==> src/hdl/i2cmbe_pkg.sv <==
// shared types and constants for the i2c master bit engine
// no dependencies; used by i2c_master_bit_engine_top

package i2cmbe_pkg;

    // field widths
    localparam int KIND_WIDTH = 3;
    localparam int BYTE_WIDTH = 8;
    localparam int CFG_WIDTH  = 16;
    localparam int BIT_WIDTH  = 4;

    // wait length after reset, in ticks
    localparam logic [CFG_WIDTH-1:0] WAIT_TICKS_RESET = 16'd20;

    // bits per byte
    localparam logic [BIT_WIDTH-1:0] BITS_PER_BYTE = 4'd8;

    // item kinds
    localparam logic [KIND_WIDTH-1:0] KIND_TICK      = 3'd0;
    localparam logic [KIND_WIDTH-1:0] KIND_START     = 3'd1;
    localparam logic [KIND_WIDTH-1:0] KIND_STOP      = 3'd2;
    localparam logic [KIND_WIDTH-1:0] KIND_WRITE     = 3'd3;
    localparam logic [KIND_WIDTH-1:0] KIND_READ_ACK  = 3'd4;
    localparam logic [KIND_WIDTH-1:0] KIND_READ_NACK = 3'd5;

    // one result item
    typedef struct packed {
        logic                  scl_out;
        logic                  sda_out;
        logic                  busy_res;
        logic                  read_valid;
        logic [BYTE_WIDTH-1:0] read_byte;
        logic                  rejected;
    } t_result;

endpackage

==> src/hdl/i2c_master_bit_engine_top.sv <==
// i2c master bit engine: pin sequencer, result register and skid stage
// depends on i2cmbe_pkg

// One item (tick or command) is accepted every clock cycle while o_stall is low,
// and its result is registered; the pin sequencer updates its phase, counters and
// shift register per item, so the sustained rate is one item per clock while
// o_stall is low. A result register with a one-entry skid stage separates the
// output from the input: o_stall rises only once a result is held in the skid stage.
// Commands are taken only while idle; a command that arrives while busy is
// flagged as rejected and consumes no time. Each wait phase lasts wait_ticks
// tick items (0 counts as 1, values beyond the counter range saturate); a new
// wait_ticks value applies from the next wait that is loaded.
module i2c_master_bit_engine_top #(
    parameter int WAIT_COUNT_WIDTH = 16
) (
    input  logic                               i_clk,
    input  logic                               i_rst_n,
    // item input
    input  logic                               i_valid,
    output logic                               o_stall,
    input  logic [i2cmbe_pkg::KIND_WIDTH-1:0]  i_kind,
    input  logic [i2cmbe_pkg::BYTE_WIDTH-1:0]  i_data_byte,
    input  logic                               i_sda_level,
    // result output
    output logic                               o_valid,
    input  logic                               i_stall,
    output logic                               o_scl_out,
    output logic                               o_sda_out,
    output logic                               o_busy_res,
    output logic                               o_read_valid,
    output logic [i2cmbe_pkg::BYTE_WIDTH-1:0]  o_read_byte,
    output logic                               o_rejected,
    // configuration write
    input  logic                               i_cfg_valid,
    output logic                               o_cfg_ready,
    input  logic [i2cmbe_pkg::CFG_WIDTH-1:0]   i_cfg_data
);

    localparam int CfgW = i2cmbe_pkg::CFG_WIDTH;
    localparam int BitW = i2cmbe_pkg::BIT_WIDTH;
    localparam int ByteW = i2cmbe_pkg::BYTE_WIDTH;

    typedef enum logic [4:0] {
        PH_IDLE, PH_S1, PH_S2, PH_P1, PH_P2, PH_P3,
        PH_W1, PH_W2, PH_W3, PH_W4, PH_W5, PH_W6,
        PH_R1, PH_R2, PH_R3, PH_R4, PH_R5
    } t_phase;

    // state
    t_phase                         r_phase, n_phase;
    logic [i2cmbe_pkg::KIND_WIDTH-1:0] r_operation, n_operation;
    logic [BitW-1:0]                r_bit_index, n_bit_index;
    logic [ByteW-1:0]               r_shift, n_shift;
    logic [WAIT_COUNT_WIDTH-1:0]    r_wait_count, n_wait_count;
    logic                           r_scl, n_scl;
    logic                           r_sda, n_sda;
    logic [CfgW-1:0]                r_wait_ticks;

    // output register and skid stage
    logic                           r_out_valid;
    i2cmbe_pkg::t_result            r_out;
    logic                           r_skid_valid;
    i2cmbe_pkg::t_result            r_skid;

    i2cmbe_pkg::t_result            n_result;
    logic                           in_fire;
    logic                           out_take;
    logic                           is_cmd;
    logic                           done_read;
    logic                           rej;
    logic [WAIT_COUNT_WIDTH-1:0]    w_sat;
    logic [WAIT_COUNT_WIDTH-1:0]    w_load;
    logic [WAIT_COUNT_WIDTH-1:0]    wc_dec;
    logic [BitW-1:0]                bit_inc;

    assign in_fire     = i_valid && !o_stall;
    assign out_take    = r_out_valid && !i_stall;
    assign o_stall     = r_skid_valid;
    assign o_cfg_ready = 1'b1;

    // wait length clamped to the counter range
    generate
        if (WAIT_COUNT_WIDTH >= CfgW) begin : g_wide
            assign w_sat = WAIT_COUNT_WIDTH'(r_wait_ticks);
        end else begin : g_narrow
            assign w_sat = (|r_wait_ticks[CfgW-1:WAIT_COUNT_WIDTH]) ?
                           {WAIT_COUNT_WIDTH{1'b1}} :
                           r_wait_ticks[WAIT_COUNT_WIDTH-1:0];
        end
    endgenerate

    assign w_load  = (w_sat == '0) ? {{(WAIT_COUNT_WIDTH-1){1'b0}}, 1'b1} : w_sat;
    assign wc_dec  = (r_wait_count != '0) ? (r_wait_count - 1'b1) : r_wait_count;
    assign bit_inc = r_bit_index + 1'b1;
    assign is_cmd  = (i_kind >= i2cmbe_pkg::KIND_START) &&
                     (i_kind <= i2cmbe_pkg::KIND_READ_NACK);

    // phase sequencer: next state for the item at the input
    always_comb begin
        n_phase      = r_phase;
        n_operation  = r_operation;
        n_bit_index  = r_bit_index;
        n_shift      = r_shift;
        n_wait_count = r_wait_count;
        n_scl        = r_scl;
        n_sda        = r_sda;
        done_read    = 1'b0;
        rej          = 1'b0;
        if (is_cmd) begin
            if (r_phase != PH_IDLE) begin
                rej = 1'b1;
            end else begin
                // command start
                n_operation  = i_kind;
                n_wait_count = w_load;
                case (i_kind)
                    i2cmbe_pkg::KIND_START: begin
                        n_scl   = 1'b1;
                        n_sda   = 1'b1;
                        n_phase = PH_S1;
                    end
                    i2cmbe_pkg::KIND_STOP: begin
                        n_sda   = 1'b0;
                        n_phase = PH_P1;
                    end
                    i2cmbe_pkg::KIND_WRITE: begin
                        n_bit_index = '0;
                        n_shift     = i_data_byte;
                        n_phase     = PH_W1;
                    end
                    default: begin
                        n_sda       = 1'b1;
                        n_bit_index = '0;
                        n_shift     = '0;
                        n_phase     = PH_R1;
                    end
                endcase
            end
        end else if (r_phase != PH_IDLE) begin
            // tick: count down, step the phase when the wait ends
            n_wait_count = wc_dec;
            if (wc_dec == '0) begin
                case (r_phase)
                    PH_S1: begin
                        n_sda = 1'b0; n_wait_count = w_load; n_phase = PH_S2;
                    end
                    PH_S2: begin
                        n_scl = 1'b0; n_phase = PH_IDLE;
                    end
                    PH_P1: begin
                        n_scl = 1'b1; n_wait_count = w_load; n_phase = PH_P2;
                    end
                    PH_P2: begin
                        n_sda = 1'b1; n_wait_count = w_load; n_phase = PH_P3;
                    end
                    PH_P3: begin
                        n_phase = PH_IDLE;
                    end
                    PH_W1: begin
                        n_sda = r_shift[ByteW-1]; n_wait_count = w_load; n_phase = PH_W2;
                    end
                    PH_W2: begin
                        n_scl        = 1'b1;
                        n_shift      = {r_shift[ByteW-2:0], 1'b0};
                        n_wait_count = w_load;
                        n_phase      = PH_W3;
                    end
                    PH_W3: begin
                        n_scl        = 1'b0;
                        n_bit_index  = bit_inc;
                        n_wait_count = w_load;
                        n_phase      = (bit_inc < i2cmbe_pkg::BITS_PER_BYTE) ? PH_W1 : PH_W4;
                    end
                    PH_W4: begin
                        n_wait_count = w_load; n_phase = PH_W5;
                    end
                    PH_W5: begin
                        n_sda = 1'b1; n_scl = 1'b1; n_wait_count = w_load; n_phase = PH_W6;
                    end
                    PH_W6: begin
                        n_scl = 1'b0; n_sda = 1'b0; n_phase = PH_IDLE;
                    end
                    PH_R1: begin
                        n_scl = 1'b1; n_wait_count = w_load; n_phase = PH_R2;
                    end
                    PH_R2: begin
                        // sample the data line after the clock has been high
                        n_shift      = {r_shift[ByteW-2:0], i_sda_level};
                        n_scl        = 1'b0;
                        n_bit_index  = bit_inc;
                        n_wait_count = w_load;
                        if (bit_inc < i2cmbe_pkg::BITS_PER_BYTE) begin
                            n_phase = PH_R1;
                        end else begin
                            n_sda   = (r_operation == i2cmbe_pkg::KIND_READ_ACK) ? 1'b0 : 1'b1;
                            n_phase = PH_R3;
                        end
                    end
                    PH_R3: begin
                        n_scl = 1'b1; n_wait_count = w_load; n_phase = PH_R4;
                    end
                    PH_R4: begin
                        n_scl = 1'b0; n_wait_count = w_load; n_phase = PH_R5;
                    end
                    PH_R5: begin
                        n_phase = PH_IDLE; done_read = 1'b1;
                    end
                    default: begin
                        n_phase = PH_IDLE;
                    end
                endcase
            end
        end
    end

    // result of the item at the input
    always_comb begin
        n_result.scl_out    = n_scl;
        n_result.sda_out    = n_sda;
        n_result.busy_res   = (n_phase != PH_IDLE);
        n_result.read_valid = done_read;
        n_result.read_byte  = done_read ? n_shift : '0;
        n_result.rejected   = rej;
    end

    // state, configuration and output registers
    always_ff @(posedge i_clk) begin
        if (!i_rst_n) begin
            r_phase      <= PH_IDLE;
            r_operation  <= '0;
            r_bit_index  <= '0;
            r_shift      <= '0;
            r_wait_count <= '0;
            r_scl        <= 1'b1;
            r_sda        <= 1'b1;
            r_wait_ticks <= i2cmbe_pkg::WAIT_TICKS_RESET;
            r_out_valid  <= 1'b0;
            r_out        <= '0;
            r_skid_valid <= 1'b0;
            r_skid       <= '0;
        end else begin
            if (i_cfg_valid && o_cfg_ready) begin
                r_wait_ticks <= i_cfg_data;
            end
            if (in_fire) begin
                r_phase      <= n_phase;
                r_operation  <= n_operation;
                r_bit_index  <= n_bit_index;
                r_shift      <= n_shift;
                r_wait_count <= n_wait_count;
                r_scl        <= n_scl;
                r_sda        <= n_sda;
                if (!r_out_valid || out_take) begin
                    r_out       <= n_result;
                    r_out_valid <= 1'b1;
                end else begin
                    r_skid       <= n_result;
                    r_skid_valid <= 1'b1;
                end
            end else if (out_take) begin
                if (r_skid_valid) begin
                    r_out        <= r_skid;
                    r_skid_valid <= 1'b0;
                end else begin
                    r_out_valid <= 1'b0;
                end
            end
        end
    end

    assign o_valid      = r_out_valid;
    assign o_scl_out    = r_out.scl_out;
    assign o_sda_out    = r_out.sda_out;
    assign o_busy_res   = r_out.busy_res;
    assign o_read_valid = r_out.read_valid;
    assign o_read_byte  = r_out.read_byte;
    assign o_rejected   = r_out.rejected;

    // a running sequence always has a wait in progress, idle never does
    a_wait_matches_phase: assert property (@(posedge i_clk) disable iff (!i_rst_n)
        (r_phase == PH_IDLE) == (r_wait_count == '0))
        else $error("wait counter out of step with phase");

    // skid stage only fills behind a held result
    a_skid_behind_out: assert property (@(posedge i_clk) disable iff (!i_rst_n)
        r_skid_valid |-> r_out_valid)
        else $error("skid stage full with empty output register");

    // bit counter never passes one byte
    a_bit_range: assert property (@(posedge i_clk) disable iff (!i_rst_n)
        r_bit_index <= i2cmbe_pkg::BITS_PER_BYTE)
        else $error("bit counter beyond byte length");

    // a rejected command leaves the sequencer untouched
    a_reject_holds: assert property (@(posedge i_clk) disable iff (!i_rst_n)
        (in_fire && is_cmd && r_phase != PH_IDLE) |=>
            ($stable(r_phase) && $stable(r_wait_count) && $stable(r_shift)))
        else $error("rejected command changed sequencer state");

    // a completed read ends the sequence
    a_read_done_idle: assert property (@(posedge i_clk) disable iff (!i_rst_n)
        (r_out_valid && r_out.read_valid) |-> (!r_out.busy_res && !r_out.rejected))
        else $error("read completion reported while busy or rejected");

endmodule

==> config.mk <==
export PLATFORM = sky130hd
export DESIGN_NAME = i2c_master_bit_engine_top
export DESIGN_NICKNAME = d
export VERILOG_FILES = /design/src/hdl/i2cmbe_pkg.sv /design/src/hdl/i2c_master_bit_engine_top.sv
export SDC_FILE = /design/constraint.sdc
export NUM_CORES = 1
export LEC_CHECK = 0
export ABC_AREA = 1
export BUFFER_PORTS_ARGS = -buffer_cell sky130_fd_sc_hd__buf_2
export CAP_MARGIN = 20
export CORE_ASPECT_RATIO = 0.5
export CORE_MARGIN = 10
export CORE_UTILIZATION = 65
export DETAILED_ROUTE_END_ITERATION = 8
export PLACE_DENSITY = 0.86
export SLEW_MARGIN = 20
export SYNTH_ARGS = -nofsm -noshare
export SYNTH_HDL_FRONTEND = slang
export SYNTH_SLANG_ARGS = --single-unit
==> constraint.sdc <==
create_clock -name i_clk -period 4.87 [get_ports i_clk]
set_input_delay 0.487 -clock i_clk [delete_from_list [all_inputs] [get_ports i_clk]]
set_output_delay 0.487 -clock i_clk [all_outputs]
set_load 0.1 [all_outputs]
### Word-level counts from Yosys, hierarchy flattened

Index checks and enable logic that the tools add are counted.

* flip-flop bits (word level): 82
* output and inout bits: 16
* input bits: 33
* word-level logic and storage cells: 143

* equality and inequality tests: 24
* reduce and logical (&&, ||, !) cells: 31
* add/subtract/negate cells: 2
* bitwise operators: 2
* $lt $le $gt $ge: 3
* muxes and demuxes: 59

Operators with widths (number)
* $mux 16: 7
* $pmux 5 s12: 1
* $mux 13: 4
* $eq 5x4->1 const B: 8
* $mux 8: 5
* $logic_not 16->1: 2
* $pmux 8 s2: 2
* $mux 4: 7
* $mux 1: 24
* $mux 5: 4
* $reduce_bool 16->1: 1
* $sub 16x1->16 const B: 1
* $eq 5x3->1 const B: 3
* $pmux 4 s3: 1
* $reduce_and 3->1: 4
* $reduce_or 12->1: 1
* $eq 5x2->1 const B: 2
* $reduce_bool 2->1: 5
* $reduce_bool 5->1: 2
* $reduce_or 5->1: 2
* $reduce_or 2->1: 4
* $eq 3x2->1 const B: 2
* $ne 2x1->1 const B: 3
* $reduce_and 6->1: 1
* 17 further kinds: 25

### Depth between registers and ports, before layout

Gate-level depths: netlist of run 1.

* depth after elaboration: 10
* gate-level depth with buffers: 20
* gate-level depth less buffers: 19

### Worst setup path before layout of run 1

Ideal clock, no wire load.

* kind: register -> register
* start point: register r_wait_count[0]
* end point: register r_wait_count[3]
* data arrival time: 2.244 ns
* cell stages (with the launch flop): 16
* path buffers: 2
* setup time: 0.117 ns
* path slack: 2.509 ns
* required time: 4.753 ns
* period minus slack after synthesis: 2.361 ns
* path through: dfxtp_1 > inv_1 > ha_1 > nand2_4 > nor2_4 > nand2_4 > buf_6 > nand2_2 > nand4_1 > nor4_2 > nand2_2 > nand2_4 > buf_6 > o21ai_0 > a21oi_1 > nor2_1

* cells in the longest elaborated chain, start to end: 6
* elaborated cells between the ends (all ways): 8
* classes of those cells: add/sub (1); mux (5); reduce/logical (2)

Ends and longest elaborated chain
* from (decl): RTL line i2c_master_bit_engine_top.sv:54 `logic [WAIT_COUNT_WIDTH-1:0] r_wait_count, n_wait_count;`
* from (signal assigned): RTL line i2c_master_bit_engine_top.sv:250 `r_wait_count <= n_wait_count;`
* $sub 16x1->16 or $reduce_bool 16->1 (tied branches): RTL line i2c_master_bit_engine_top.sv:93 `assign wc_dec = (r_wait_count != '0) ? (r_wait_count - 1'b1) : r_wait_count;`
* $mux 16 *: RTL line i2c_master_bit_engine_top.sv:93
* $logic_not 16->1 or $mux 16 (tied branches): RTL line i2c_master_bit_engine_top.sv:142, i2c_master_bit_engine_top.sv:143
* $mux 16 *: RTL line i2c_master_bit_engine_top.sv:142 `if (wc_dec == '0) begin`
* $mux 16 *: RTL line i2c_master_bit_engine_top.sv:139 `end else if (r_phase != PH_IDLE) begin`
* $mux 16 *: RTL line i2c_master_bit_engine_top.sv:109 `if (is_cmd) begin`

Mark *: on every way between the ends. The rest lies on a longest branch, timed or not. The select of a mux whose other input is x is not followed.
A chain may end at the register's enable or synchronous reset.

### Worst setup path after layout of run 1

* start point: register r_phase[0]
* end point: register r_wait_count[4]

* cells in the longest elaborated chain, start to end: 6
* elaborated cells between the ends (all ways): 21
* classes of those cells: eq/ne (13); mux (4); reduce/logical (4)

Ends and longest elaborated chain
* from (decl): RTL line i2c_master_bit_engine_top.sv:50 `t_phase r_phase, n_phase;`
* from (signal assigned): RTL line i2c_master_bit_engine_top.sv:246 `r_phase <= n_phase;`
* $eq 5x4->1, or another cell as far along: RTL line i2c_master_bit_engine_top.sv:143 `case (r_phase)`
* $reduce_or 12->1 (no line)
* $mux 16: RTL line i2c_master_bit_engine_top.sv:143
* $mux 16: RTL line i2c_master_bit_engine_top.sv:142
* $mux 16: RTL line i2c_master_bit_engine_top.sv:139
* $mux 16: RTL line i2c_master_bit_engine_top.sv:109

Parallel ways exist; a longest one is shown, timed or not. The select of a mux whose other input is x is not followed.

==> results of run 1 <==
[area by class of cell]
cell class | instances | area (um2)
Tap cell | 108 | 135
Clock inverter | 6 | 65.1
Timing Repair Buffer | 50 | 258
Inverter | 110 | 418
Fill cell | 610 | 1860
Sequential cell | 82 | 1640
Clock buffer | 10 | 229
Multi-Input combinational cell | 575 | 2850
[worst max-delay path, stage by stage (launching register included)]
cell and delay (ns):
dfxtp_1 0.37, nor2_1 0.22, inv_1 0.11, nor2_2 0.31, inv_1 0.28, ha_1 0.36
nand2_1 0.51, inv_1 0.42, o21ai_0 0.15, a21oi_1 0.15, nor2_1 0.05
[cell usage after synthesis (2+ instances only)]
master / count / area share
xor2_1: 3 / 0.0052
o2111ai_1: 3 / 0.0052
nor2_4: 5 / 0.011
o211ai_1: 14 / 0.021
o21ai_2: 2 / 0.0034
nor2_2: 7 / 0.0086
a41oi_1: 2 / 0.0034
a31oi_1: 3 / 0.0037
o21ai_1: 22 / 0.022
nand2_1: 182 / 0.13
nor4_1: 5 / 0.0062
inv_1: 102 / 0.075
nand3_1: 47 / 0.046
dfxtp_1: 82 / 0.32
o21ai_0: 59 / 0.058
buf_6: 4 / 0.0089
a21oi_1: 64 / 0.063
o211a_1: 2 / 0.0039
inv_2: 2 / 0.0015
nand3_2: 2 / 0.0039
clkbuf_1: 17 / 0.013
nor3_1: 6 / 0.0059
a22oi_1: 8 / 0.012
nand2_2: 7 / 0.0086
nand4_1: 21 / 0.026
o221ai_1: 2 / 0.0034
ha_1: 4 / 0.0098
buf_4: 4 / 0.0059
buf_2: 3 / 0.0030
nor2_1: 90 / 0.066
nand2_4: 4 / 0.0089
clkinv_1: 5 / 0.0037
[metal layers]
layer,share of wire,track usage
met2,0.47,0.394
met5,0,0
met1,0.42,0.267
met4,0.023,0.0701
met3,0.086,0.0553
[sequential cells by signal (all words and copies together) (netlist names), 3 cells and up]
name / flops
o_read_byte: 8
r_bit_index: 4
r_operation: 3
r_phase: 5
r_shift: 8
r_skid: 13
r_wait_count: 16
r_wait_ticks: 16
[layout by cell type (no fill, tap or decap), types with 2 or more instances in the layout]
master / count
a41oi_1: 2
o221ai_1: 2
o211a_1: 2
nand2_1: 182
nor3_1: 6
nand2_2: 7
a21oi_1: 64
o21ai_2: 2
buf_4: 3
nor2_1: 90
xor2_1: 3
o2111ai_1: 3
clkinv_4: 2
nand4_1: 21
nor4_1: 5
nand2_4: 4
nor2_2: 7
ha_1: 4
clkbuf_16: 9
buf_2: 47
nand3_2: 2
o211ai_1: 14
clkinv_1: 5
o21ai_0: 59
a31oi_1: 3
nand3_1: 47
inv_2: 2
dfxtp_1: 82
a22oi_1: 8
o21ai_1: 22
nor2_4: 5
clkinv_2: 2
inv_1: 102
[final timing paths]
path	from	end	slack [ns]	cells past startpoint
hold / removal	i_cfg_data[2]	r_wait_ticks[2]	0.36	3
setup reg to reg	r_phase[0]	r_wait_count[4]	1.82	10
setup / recovery	r_phase[0]	r_wait_count[4]	1.82	10
hold reg to reg	o_read_byte[2]	o_read_byte[2]	0.45	2
[metrics by stage]
stage                     worst slack, ns  hold WS, ns  total power, mW
final                                1.82        0.359             2.22
after global routing                 1.60        0.373             2.35
after CTS                            1.94        0.362             2.21
after detailed placement             1.84        0.436             1.53
after global placement               1.96        0.435             1.51
after floorplan                      2.51        0.430             1.38
[cells by family after synthesis]
logic type | share of synthesized area
DFF | 0.323
adders and majority gates | 0.00984
other | 0.000737
xor gates and xnor gates | 0.00517
AOI/OAI and AO/OA | 0.212
and+or+nand+nor | 0.333
buffers and inverters | 0.116
[power by group]
group | switching (mW) | total (mW) | internal [mW] | leakage, nW
clock | 0.287 | 0.685 | 0.398 | 0.143
sequential | 0.0538 | 0.781 | 0.727 | 0.674
combinational | 0.540 | 0.756 | 0.215 | 1.97
==> results.tsv, run 1 <==
stage	metric	value	unit
status	status	finished, final reports clean	
cells_and_area	Final Cell Area	5600	um2
timing	crit share post-route	0.626	
placement	post-detail-place hpwl	9910	um
cts	clk slew on worst S/H paths	0.06	ns
worst_setup_path	Max FO, Critical Path	25	
drt	Final ANT Viol Nets	0	
timing	Tightest Pin Transition	0.992	ns
worst_setup_path	Crit Path Category	register to register	
timing	Fmax	0.328	GHz
drt	DR pass1 iterations	6	
drt	DRC	0	
yosys	asr flop ratio synth	0	
worst_hold_path	Hold WC Path Type	input port to register	
grt	gr usage total	0.222	
grt	first-pass GRT wire length	22500	um
placement	Port Buf Inserts	47	
cells_and_area	share of cells above drive strength 1	0.119	
yosys	Syn Nets	834	
drt	DR WL/cell	14.5	um
yosys	Distinct cells, synth	46	
cells_and_area	Nets	865	
yosys	yosys warns	0	
cts	hold buffers post-CTS	0	
placement	Area after DPL	5310	um2
placement	GPL Wtd Cong	0.950	
yosys	number of synthesized flops with an enable pin	0	
grt	largest net degree at the start of global routing	46	
die	I/O pin count	49	
cells_and_area	Antenna Cells	0	
timing	Rel. slew slack	0.336	
die	DIE AREA	12000	um2
cells_and_area	final core occ	0.751	
timing	Final Hold Viols	0	
timing	final setup TNS	0	ns
drt	DRC marker count from the first detailed-route iteration	617	
power	Leakage Power	2.78	nW
cts	CTS tree	built	
yosys	Mapped Area	5080	um2
yosys	Cells after Synth	797	
die	placeable core area	7460	um2
cts	Clock Path Buffers	2	
timing	Final setup viols	0	
cts	CTS resizes	0	
cells_and_area	Area Overhead vs Synth	10.1	%
die	Die H	82.5	um
die	Site Rows	22	
placement	placed insts	925	
timing	final worst path period need	3.05	ns
drt	via count	5475	
worst_setup_path	crit path DAT	3.28	ns
grt	GRT overflow	0	
power	maximum vdd ir drop	201	uV
worst_setup_path	crit end category	register	
cells_and_area	Finished Layout Cells	941	
power	Power Density	397	nW/um2
cts	Num CTS Buffers	9	
yosys	synthesis-stage register bit count	82	
grt	initial antenna violation count	0	
yosys	sequential fraction of the synthesis area	0.323	
cts	worst skew pair latency	0.34	ns
drt	Via density	5.82	
worst_setup_path	Setup crit start kind	register	
timing	RSZ-0062 raised after global routing	false	
timing	Setup Skew	0.00623	ns
worst_setup_path	data required time at the worst endpoint	5.11	ns
cts	sinks on the clock net	82	
yosys	ys flop type	dfxtp_1	
grt	vias in the first global route	5011	
timing	Max Slew Vio Count	0	
run	max-cap violation count	0	
die	Initial Util	0.682	
yosys	Syn Area/Cell	6.38	um2
drt	final wirelength	13700	um
cts	CTS Root Cell	clkbuf_16	
die	DIE WIDTH	145	um
cts	CTS H-tree lvls	3	
cts	post-CTS setup buffers	0	
Note: power is estimated with default switching activity, not from simulation.
==> inputs of run 2 (changes only) <==
ABC_AREA = 0   (was 1)
CORE_UTILIZATION = 60   (was 65)
PLACE_DENSITY = 0.81   (was 0.86)
clock period = 2.9 ns   (was 4.87 ns; I/O delays follow)
==> results.tsv, run 2 <==
stage	metric	value	unit
yosys	top cell type's share of synthesized area	0.323	
yosys	synthesis-stage register bit count	82	
cells_and_area	Area Overhead vs Synth	31.6	%
die	I/O pin count	49	
cells_and_area	share of cells above drive strength 1	0.320	
status	status	finished, violations left	
drt	Final ANT Viol Nets	0	
worst_hold_path	Hold WC Path Type	input port to register	
worst_setup_path	Max FO, Critical Path	6	
worst_setup_path	Critical-path top delay cell	or4_4	
worst_hold_path	beginning of the worst hold path	i_cfg_data[2]	
grt	GRT overflow	0	
worst_setup_path	data required time at the worst endpoint	3.10	ns
worst_setup_path	Largest stage delay, worst path	0.56	ns
worst_setup_path	R2R Path End	r_wait_count[9]	
status	failing checks	negative setup slack	
grt	vias in the first global route	5335	
run	max-cap violation count	0	
drt	Via density	6.62	
worst_hold_path	Hold Path Sink	r_wait_ticks[2]	
die	placeable core area	8120	um2
worst_setup_path	CP delay by family, top	simple AND/OR/NAND/NOR gates	
cells_and_area	Antenna Cells	0	
die	Site Rows	23	
cts	CTS H-tree lvls	3	
worst_setup_path	worst path cell trace	or4_4, or4_4, o21ai_2, nor4b_4, and4_4, a21o_1, buf_6, a21oi_1, o21ai_0, a21boi_1	
power	Power Density	685	nW/um2
timing	crit share post-route	1.11	
worst_setup_path	crit end category	register	
cells_and_area	commonest non-fill, non-tap cell in the layout	buf_4	
timing	Tightest Pin Transition	0.799	ns
grt	first-pass GRT wire length	26600	um
die	DIE WIDTH	150	um
drt	final wirelength	17500	um
die	Initial Util	0.627	
drt	DR pass1 iterations	7	
yosys	most area-consuming cells after synthesis	dfxtp_1, mux2i_1, nor2_1	
worst_setup_path	Setup crit start kind	register	
timing	Setup Skew	0.00829	ns
grt	largest net degree at the start of global routing	37	
yosys	Cells after Synth	652	
yosys	yosys warns	0	
placement	Port Buf Inserts	47	
cts	Clock Path Buffers	2	
yosys	number of synthesized flops with an enable pin	0	
worst_setup_path	crit path DAT	3.42	ns
yosys	ys flop type	dfxtp_1	
grt	gr usage total	0.250	
placement	Area after DPL	5980	um2
die	DIE AREA	12800	um2
timing	RSZ-0062 raised after global routing	true	
drt	via count	5723	
yosys	Syn Nets	689	
timing	Max Slew Vio Count	0	
timing	final setup TNS	-9.18	ns
cts	CTS tree	built	
cts	sinks on the clock net	82	
cts	Num CTS Buffers	9	
yosys	sequential fraction of the synthesis area	0.323	
timing	Final Hold Viols	0	
cells_and_area	most frequent cells in the layout	buf_4, dfxtp_1, nor2_1	
yosys	Synth area leader	dfxtp_1	
cts	clk slew on worst S/H paths	0.06	ns
timing	final worst path period need	3.22	ns
drt	DRC	0	
drt	DRC marker count from the first detailed-route iteration	668	
drt	DR WL/cell	20.2	um
worst_setup_path	CP most frequent cell	or4_4	
timing	Final setup viols	56	
worst_setup_path	CP bufs+invs	1	
power	maximum vdd ir drop	403	uV
yosys	most common cell in the netlist	dfxtp_1	
yosys	asr flop ratio synth	0	
worst_setup_path	Crit Path Category	register to register	
cells_and_area	largest registers	r_wait_count (16), r_wait_ticks (16), r_skid (13)	
timing	Rel. slew slack	0.467	
yosys	Distinct cells, synth	74	
worst_setup_path	Worst R2R Path Depth	10	
yosys	Syn Area/Cell	7.80	um2
cells_and_area	Nets	785	
worst_setup_path	FF-to-FF Start	r_wait_count[0]	
yosys	Mapped Area	5090	um2
worst_hold_path	Hold Path Cell Cnt	3	
power	Leakage Power	2.66	nW
timing	hold slack	0.171	ns
worst_setup_path	reg-to-reg setup timing slack	-0.32	ns
grt	initial antenna violation count	0	
cts	worst skew pair latency	0.35	ns
placement	GPL Wtd Cong	0.951	
cells_and_area	Final Cell Area	6700	um2
die	Die H	85.1	um
timing	setup ws final	-0.316	ns
cts	CTS Root Cell	clkbuf_16	
placement	post-detail-place hpwl	10800	um
timing	Fmax	0.311	GHz
yosys	commonest cells in the netlist	dfxtp_1, nor2_1, nand2_1	
==> run 2: logic make-up (layout without fill, tap and decap cells) <==
group | after synthesis | after routing | share of synthesized area
xor+xnor | 8 | 8 | 0.0138
mux | 30 | 30 | 0.0595
buf+inv | 71 | 172 | 0.0598
flops | 82 | 82 | 0.323
simple gates | 249 | 249 | 0.256
other cells | 1 | 1 | 0.000737
fa+ha+maj | 5 | 5 | 0.0118
compound gates | 206 | 206 | 0.276
==> run 2: repair_timing <==
action	in CTS	in global routing
setup endpoints to repair	59	59
setup buffers	0	4
hold buffers	0	0
pin swaps	20	35
gates cloned	0	0
gates resized for setup	46	34
==> run 2: how the worst max path moves through the flow <==
| stage | start | endpoint | slack, ns | cells past startpoint |
|---|---|---|---|---|
| after detailed placement | r_wait_count[0] | r_wait_count[0] | -0.35 | 12 |
| final | r_wait_count[0] | r_wait_count[9] | -0.32 | 10 |
| after global placement | r_wait_count[0] | o_busy_res | -0.28 | 14 |
| after floorplan | r_wait_count[4] | o_busy_res | -0.14 | 13 |
| after CTS | r_wait_count[8] | o_read_byte[7] | -0.18 | 11 |
| after global routing | r_wait_count[0] | r_wait_count[9] | -0.38 | 10 |
==> run 2: final cells by class <==
| type | count | area, um2 |
|---|---|---|
| inverter | 17 | 63.8 |
| sequential | 82 | 1650 |
| multi-input combinational | 499 | 3550 |
| fill | 491 | 1420 |
| tap | 112 | 140 |
| clock inverter | 4 | 73.8 |
| clock buffer | 12 | 256 |
| timing repair buffer | 139 | 965 |
==> run 2: worst min-delay path, delay by kind of cell <==
kind / cells / cell delay (ns)
buffers and inverters: 1 / 0.08
and+or+nand+nor: 1 / 0.06
muxes: 1 / 0.06
==> run 2: where the power goes <==
group	leakage (nW)	internal, mW	switching (mW)
sequential	0.672	1.20	0.0773
clock	0.163	0.802	0.474
combinational	1.83	0.893	1.14
total	2.66	2.90	1.69
==> run 2: metrics by stage <==
stage | setup WS, ns | instances | util | total power, mW
2_1_floorplan | -0.142 | 652 | - | 2.34
3_3_place_gp | -0.278 | 846 | 0.737 | 2.95
3_5_place_dp | -0.346 | 846 | 0.737 | 2.97
4_1_cts | -0.177 | 861 | 0.805 | 4.38
5_1_grt | -0.376 | 865 | 0.825 | 4.76
6_report | -0.316 | 865 | 0.825 | 4.59
==> run 2: layer usage <==
metal	vias up	GRT usage	wire (um)
met2	372	0.408	8210
met4	0	0.114	784
met1	2683	0.302	6830
met3	94	0.0673	1620
met5	-	0	0
li1	2574	-	-
==> inputs of run 3 (changes only) <==
ABC_AREA = 1   (was 0)
==> results.tsv, run 3 (synthesis results as in run 1) <==
stage	metric	value	unit
worst_hold_path	Hold WC Path Type	input port to register	
cells_and_area	Antenna Cells	0	
cells_and_area	Nets	873	
cells_and_area	commonest non-fill, non-tap cell in the layout	nand2_1	
timing	final worst path period need	2.57	ns
worst_setup_path	Max FO, Critical Path	28	
timing	Tightest Pin Transition	0.717	ns
status	status	finished, final reports clean	
grt	largest net degree at the start of global routing	45	
drt	via count	5370	
cells_and_area	share of cells above drive strength 1	0.128	
cts	sinks on the clock net	82	
die	DIE WIDTH	150	um
cts	worst skew pair latency	0.34	ns
power	Leakage Power	2.84	nW
timing	final setup TNS	0	ns
grt	GRT overflow	0	
worst_setup_path	Worst R2R Path Depth	15	
timing	Setup Skew	0.00929	ns
worst_setup_path	crit path DAT	2.81	ns
timing	Rel. slew slack	0.521	
power	Reg power frac	0.343	
grt	first-pass GRT wire length	23800	um
power	switching share of total power	0.391	
cells_and_area	Area Overhead vs Synth	12.4	%
die	DIE AREA	12800	um2
cts	hold buffers post-CTS	0	
power	Psw	1.49	mW
placement	Port Buf Inserts	47	
run	max-cap violation count	0	
timing	Max Slew Vio Count	0	
worst_setup_path	crit end category	register	
timing	RSZ-0062 raised after global routing	false	
drt	DR pass1 iterations	5	
cells_and_area	Final Cell Area	5710	um2
power	Pint	2.32	mW
cells_and_area	most frequent cells in the layout	nand2_1, inv_1, nor2_1	
placement	GPL Wtd Cong	0.969	
grt	gr usage total	0.224	
die	Die H	85.1	um
placement	Area after DPL	5370	um2
die	I/O pin count	49	
power	Clk pwr share	0.316	
power	Logic pwr share	0.341	
grt	vias in the first global route	5070	
drt	DRC	0	
timing	crit share post-route	0.888	
cts	CTS Root Cell	clkbuf_16	
grt	initial antenna violation count	0	
placement	post-detail-place hpwl	10100	um
drt	Final ANT Viol Nets	0	
cts	CTS tree	built	
drt	DRC marker count from the first detailed-route iteration	458	
worst_setup_path	Setup crit start kind	register	
cts	Clock Path Buffers	2	
timing	Final Hold Viols	0	
worst_setup_path	reg-to-reg setup timing slack	0.33	ns
die	placeable core area	8120	um2
timing	Final setup viols	0	
die	Initial Util	0.627	
power	Power Density	668	nW/um2
worst_setup_path	R2R Path End	r_wait_count[15]	
worst_hold_path	Hold Path Sink	r_wait_ticks[8]	
worst_setup_path	Crit Path Category	register to register	
drt	Via density	5.63	
cts	Num CTS Buffers	9	
power	maximum vdd ir drop	316	uV
cts	CTS H-tree lvls	3	
worst_hold_path	beginning of the worst hold path	i_cfg_data[8]	
cells_and_area	largest registers	r_wait_count (16), r_wait_ticks (16), r_skid (13)	
worst_hold_path	Hold Path Cell Cnt	3	
cts	clk slew on worst S/H paths	0.06	ns
worst_setup_path	FF-to-FF Start	r_wait_count[0]	
die	Site Rows	23	
timing	Fmax	0.388	GHz
drt	DR WL/cell	14.7	um
worst_setup_path	data required time at the worst endpoint	3.14	ns
drt	final wirelength	14000	um
## run 3: worst max-delay path by stage
stage                          startpoint  depth (start not counted)  slack (ns)               end
after floorplan           r_wait_count[0]                         15        0.54   r_wait_count[4]
after global placement    r_wait_count[0]                         17        0.38  r_wait_count[15]
after detailed placement  r_wait_count[0]                         15        0.25  r_wait_count[15]
after CTS                 r_wait_count[0]                         15        0.21  r_wait_count[15]
after global routing      r_wait_count[0]                         19        0.03        o_busy_res
final                     r_wait_count[0]                         15        0.33  r_wait_count[15]
## run 3: final cells by class
cell class	instances	area [um2]
Multi-Input combinational cell	575	2880
Fill cell	720	2400
Sequential cell	82	1640
Inverter	110	418
Timing Repair Buffer	58	318
Clock buffer	12	256
Tap cell	112	140
Clock inverter	4	56.3
## run 3: worst max-delay path: stages, from the launching register on
cell,delay (ns)
dfxtp_1,0.34
inv_1,0.13
ha_2,0.27
nand2_4,0.10
nor2_1,0.20
nand3_1,0.10
nand2_1,0.12
nand4_1,0.16
nor4_4,0.38
nand2_2,0.15
nand2_8,0.17
inv_2,0.08
o21ai_1,0.12
nand2_1,0.06
nand2_1,0.06
inv_1,0.04
## run 3: power by group through the flow
| stage | sequential [mW] | combinational [mW] | clock, mW |
|---|---|---|---|
| finish | 1.31 | 1.30 | 1.21 |
| global route | 1.32 | 1.46 | 1.26 |
| CTS | 1.31 | 1.26 | 1.22 |
| detailed placement | 1.33 | 1.25 | 0 |
| global placement | 1.33 | 1.24 | 0 |
| floorplan | 1.40 | 0.911 | 0 |
## run 3: timing repair
item / 4_1_cts / 5_1_grt
setup buffers: 0 / 0
resized for setup: 0 / 5
endpoints found under the setup margin: 0 / 41
## run 3: per-layer routing
metal	up-vias	part of all wire	track usage
met5	-	0	0
met4	0	0.020	0.0746
met3	30	0.071	0.0530
met2	197	0.47	0.373
met1	2432	0.44	0.278
li1	2711	-	-
## run 3: metrics by stage
stage	worst slack [ns]	power, mW	hold slack (ns)	instances	utilization
after floorplan	0.539	2.31	0.416	797	-
after global placement	0.385	2.56	0.434	937	0.662
after detailed placement	0.251	2.58	0.435	937	0.662
after CTS	0.209	3.78	0.164	953	0.700
after global routing	0.0268	4.04	0.177	953	0.704
final	0.326	3.82	0.173	953	0.704
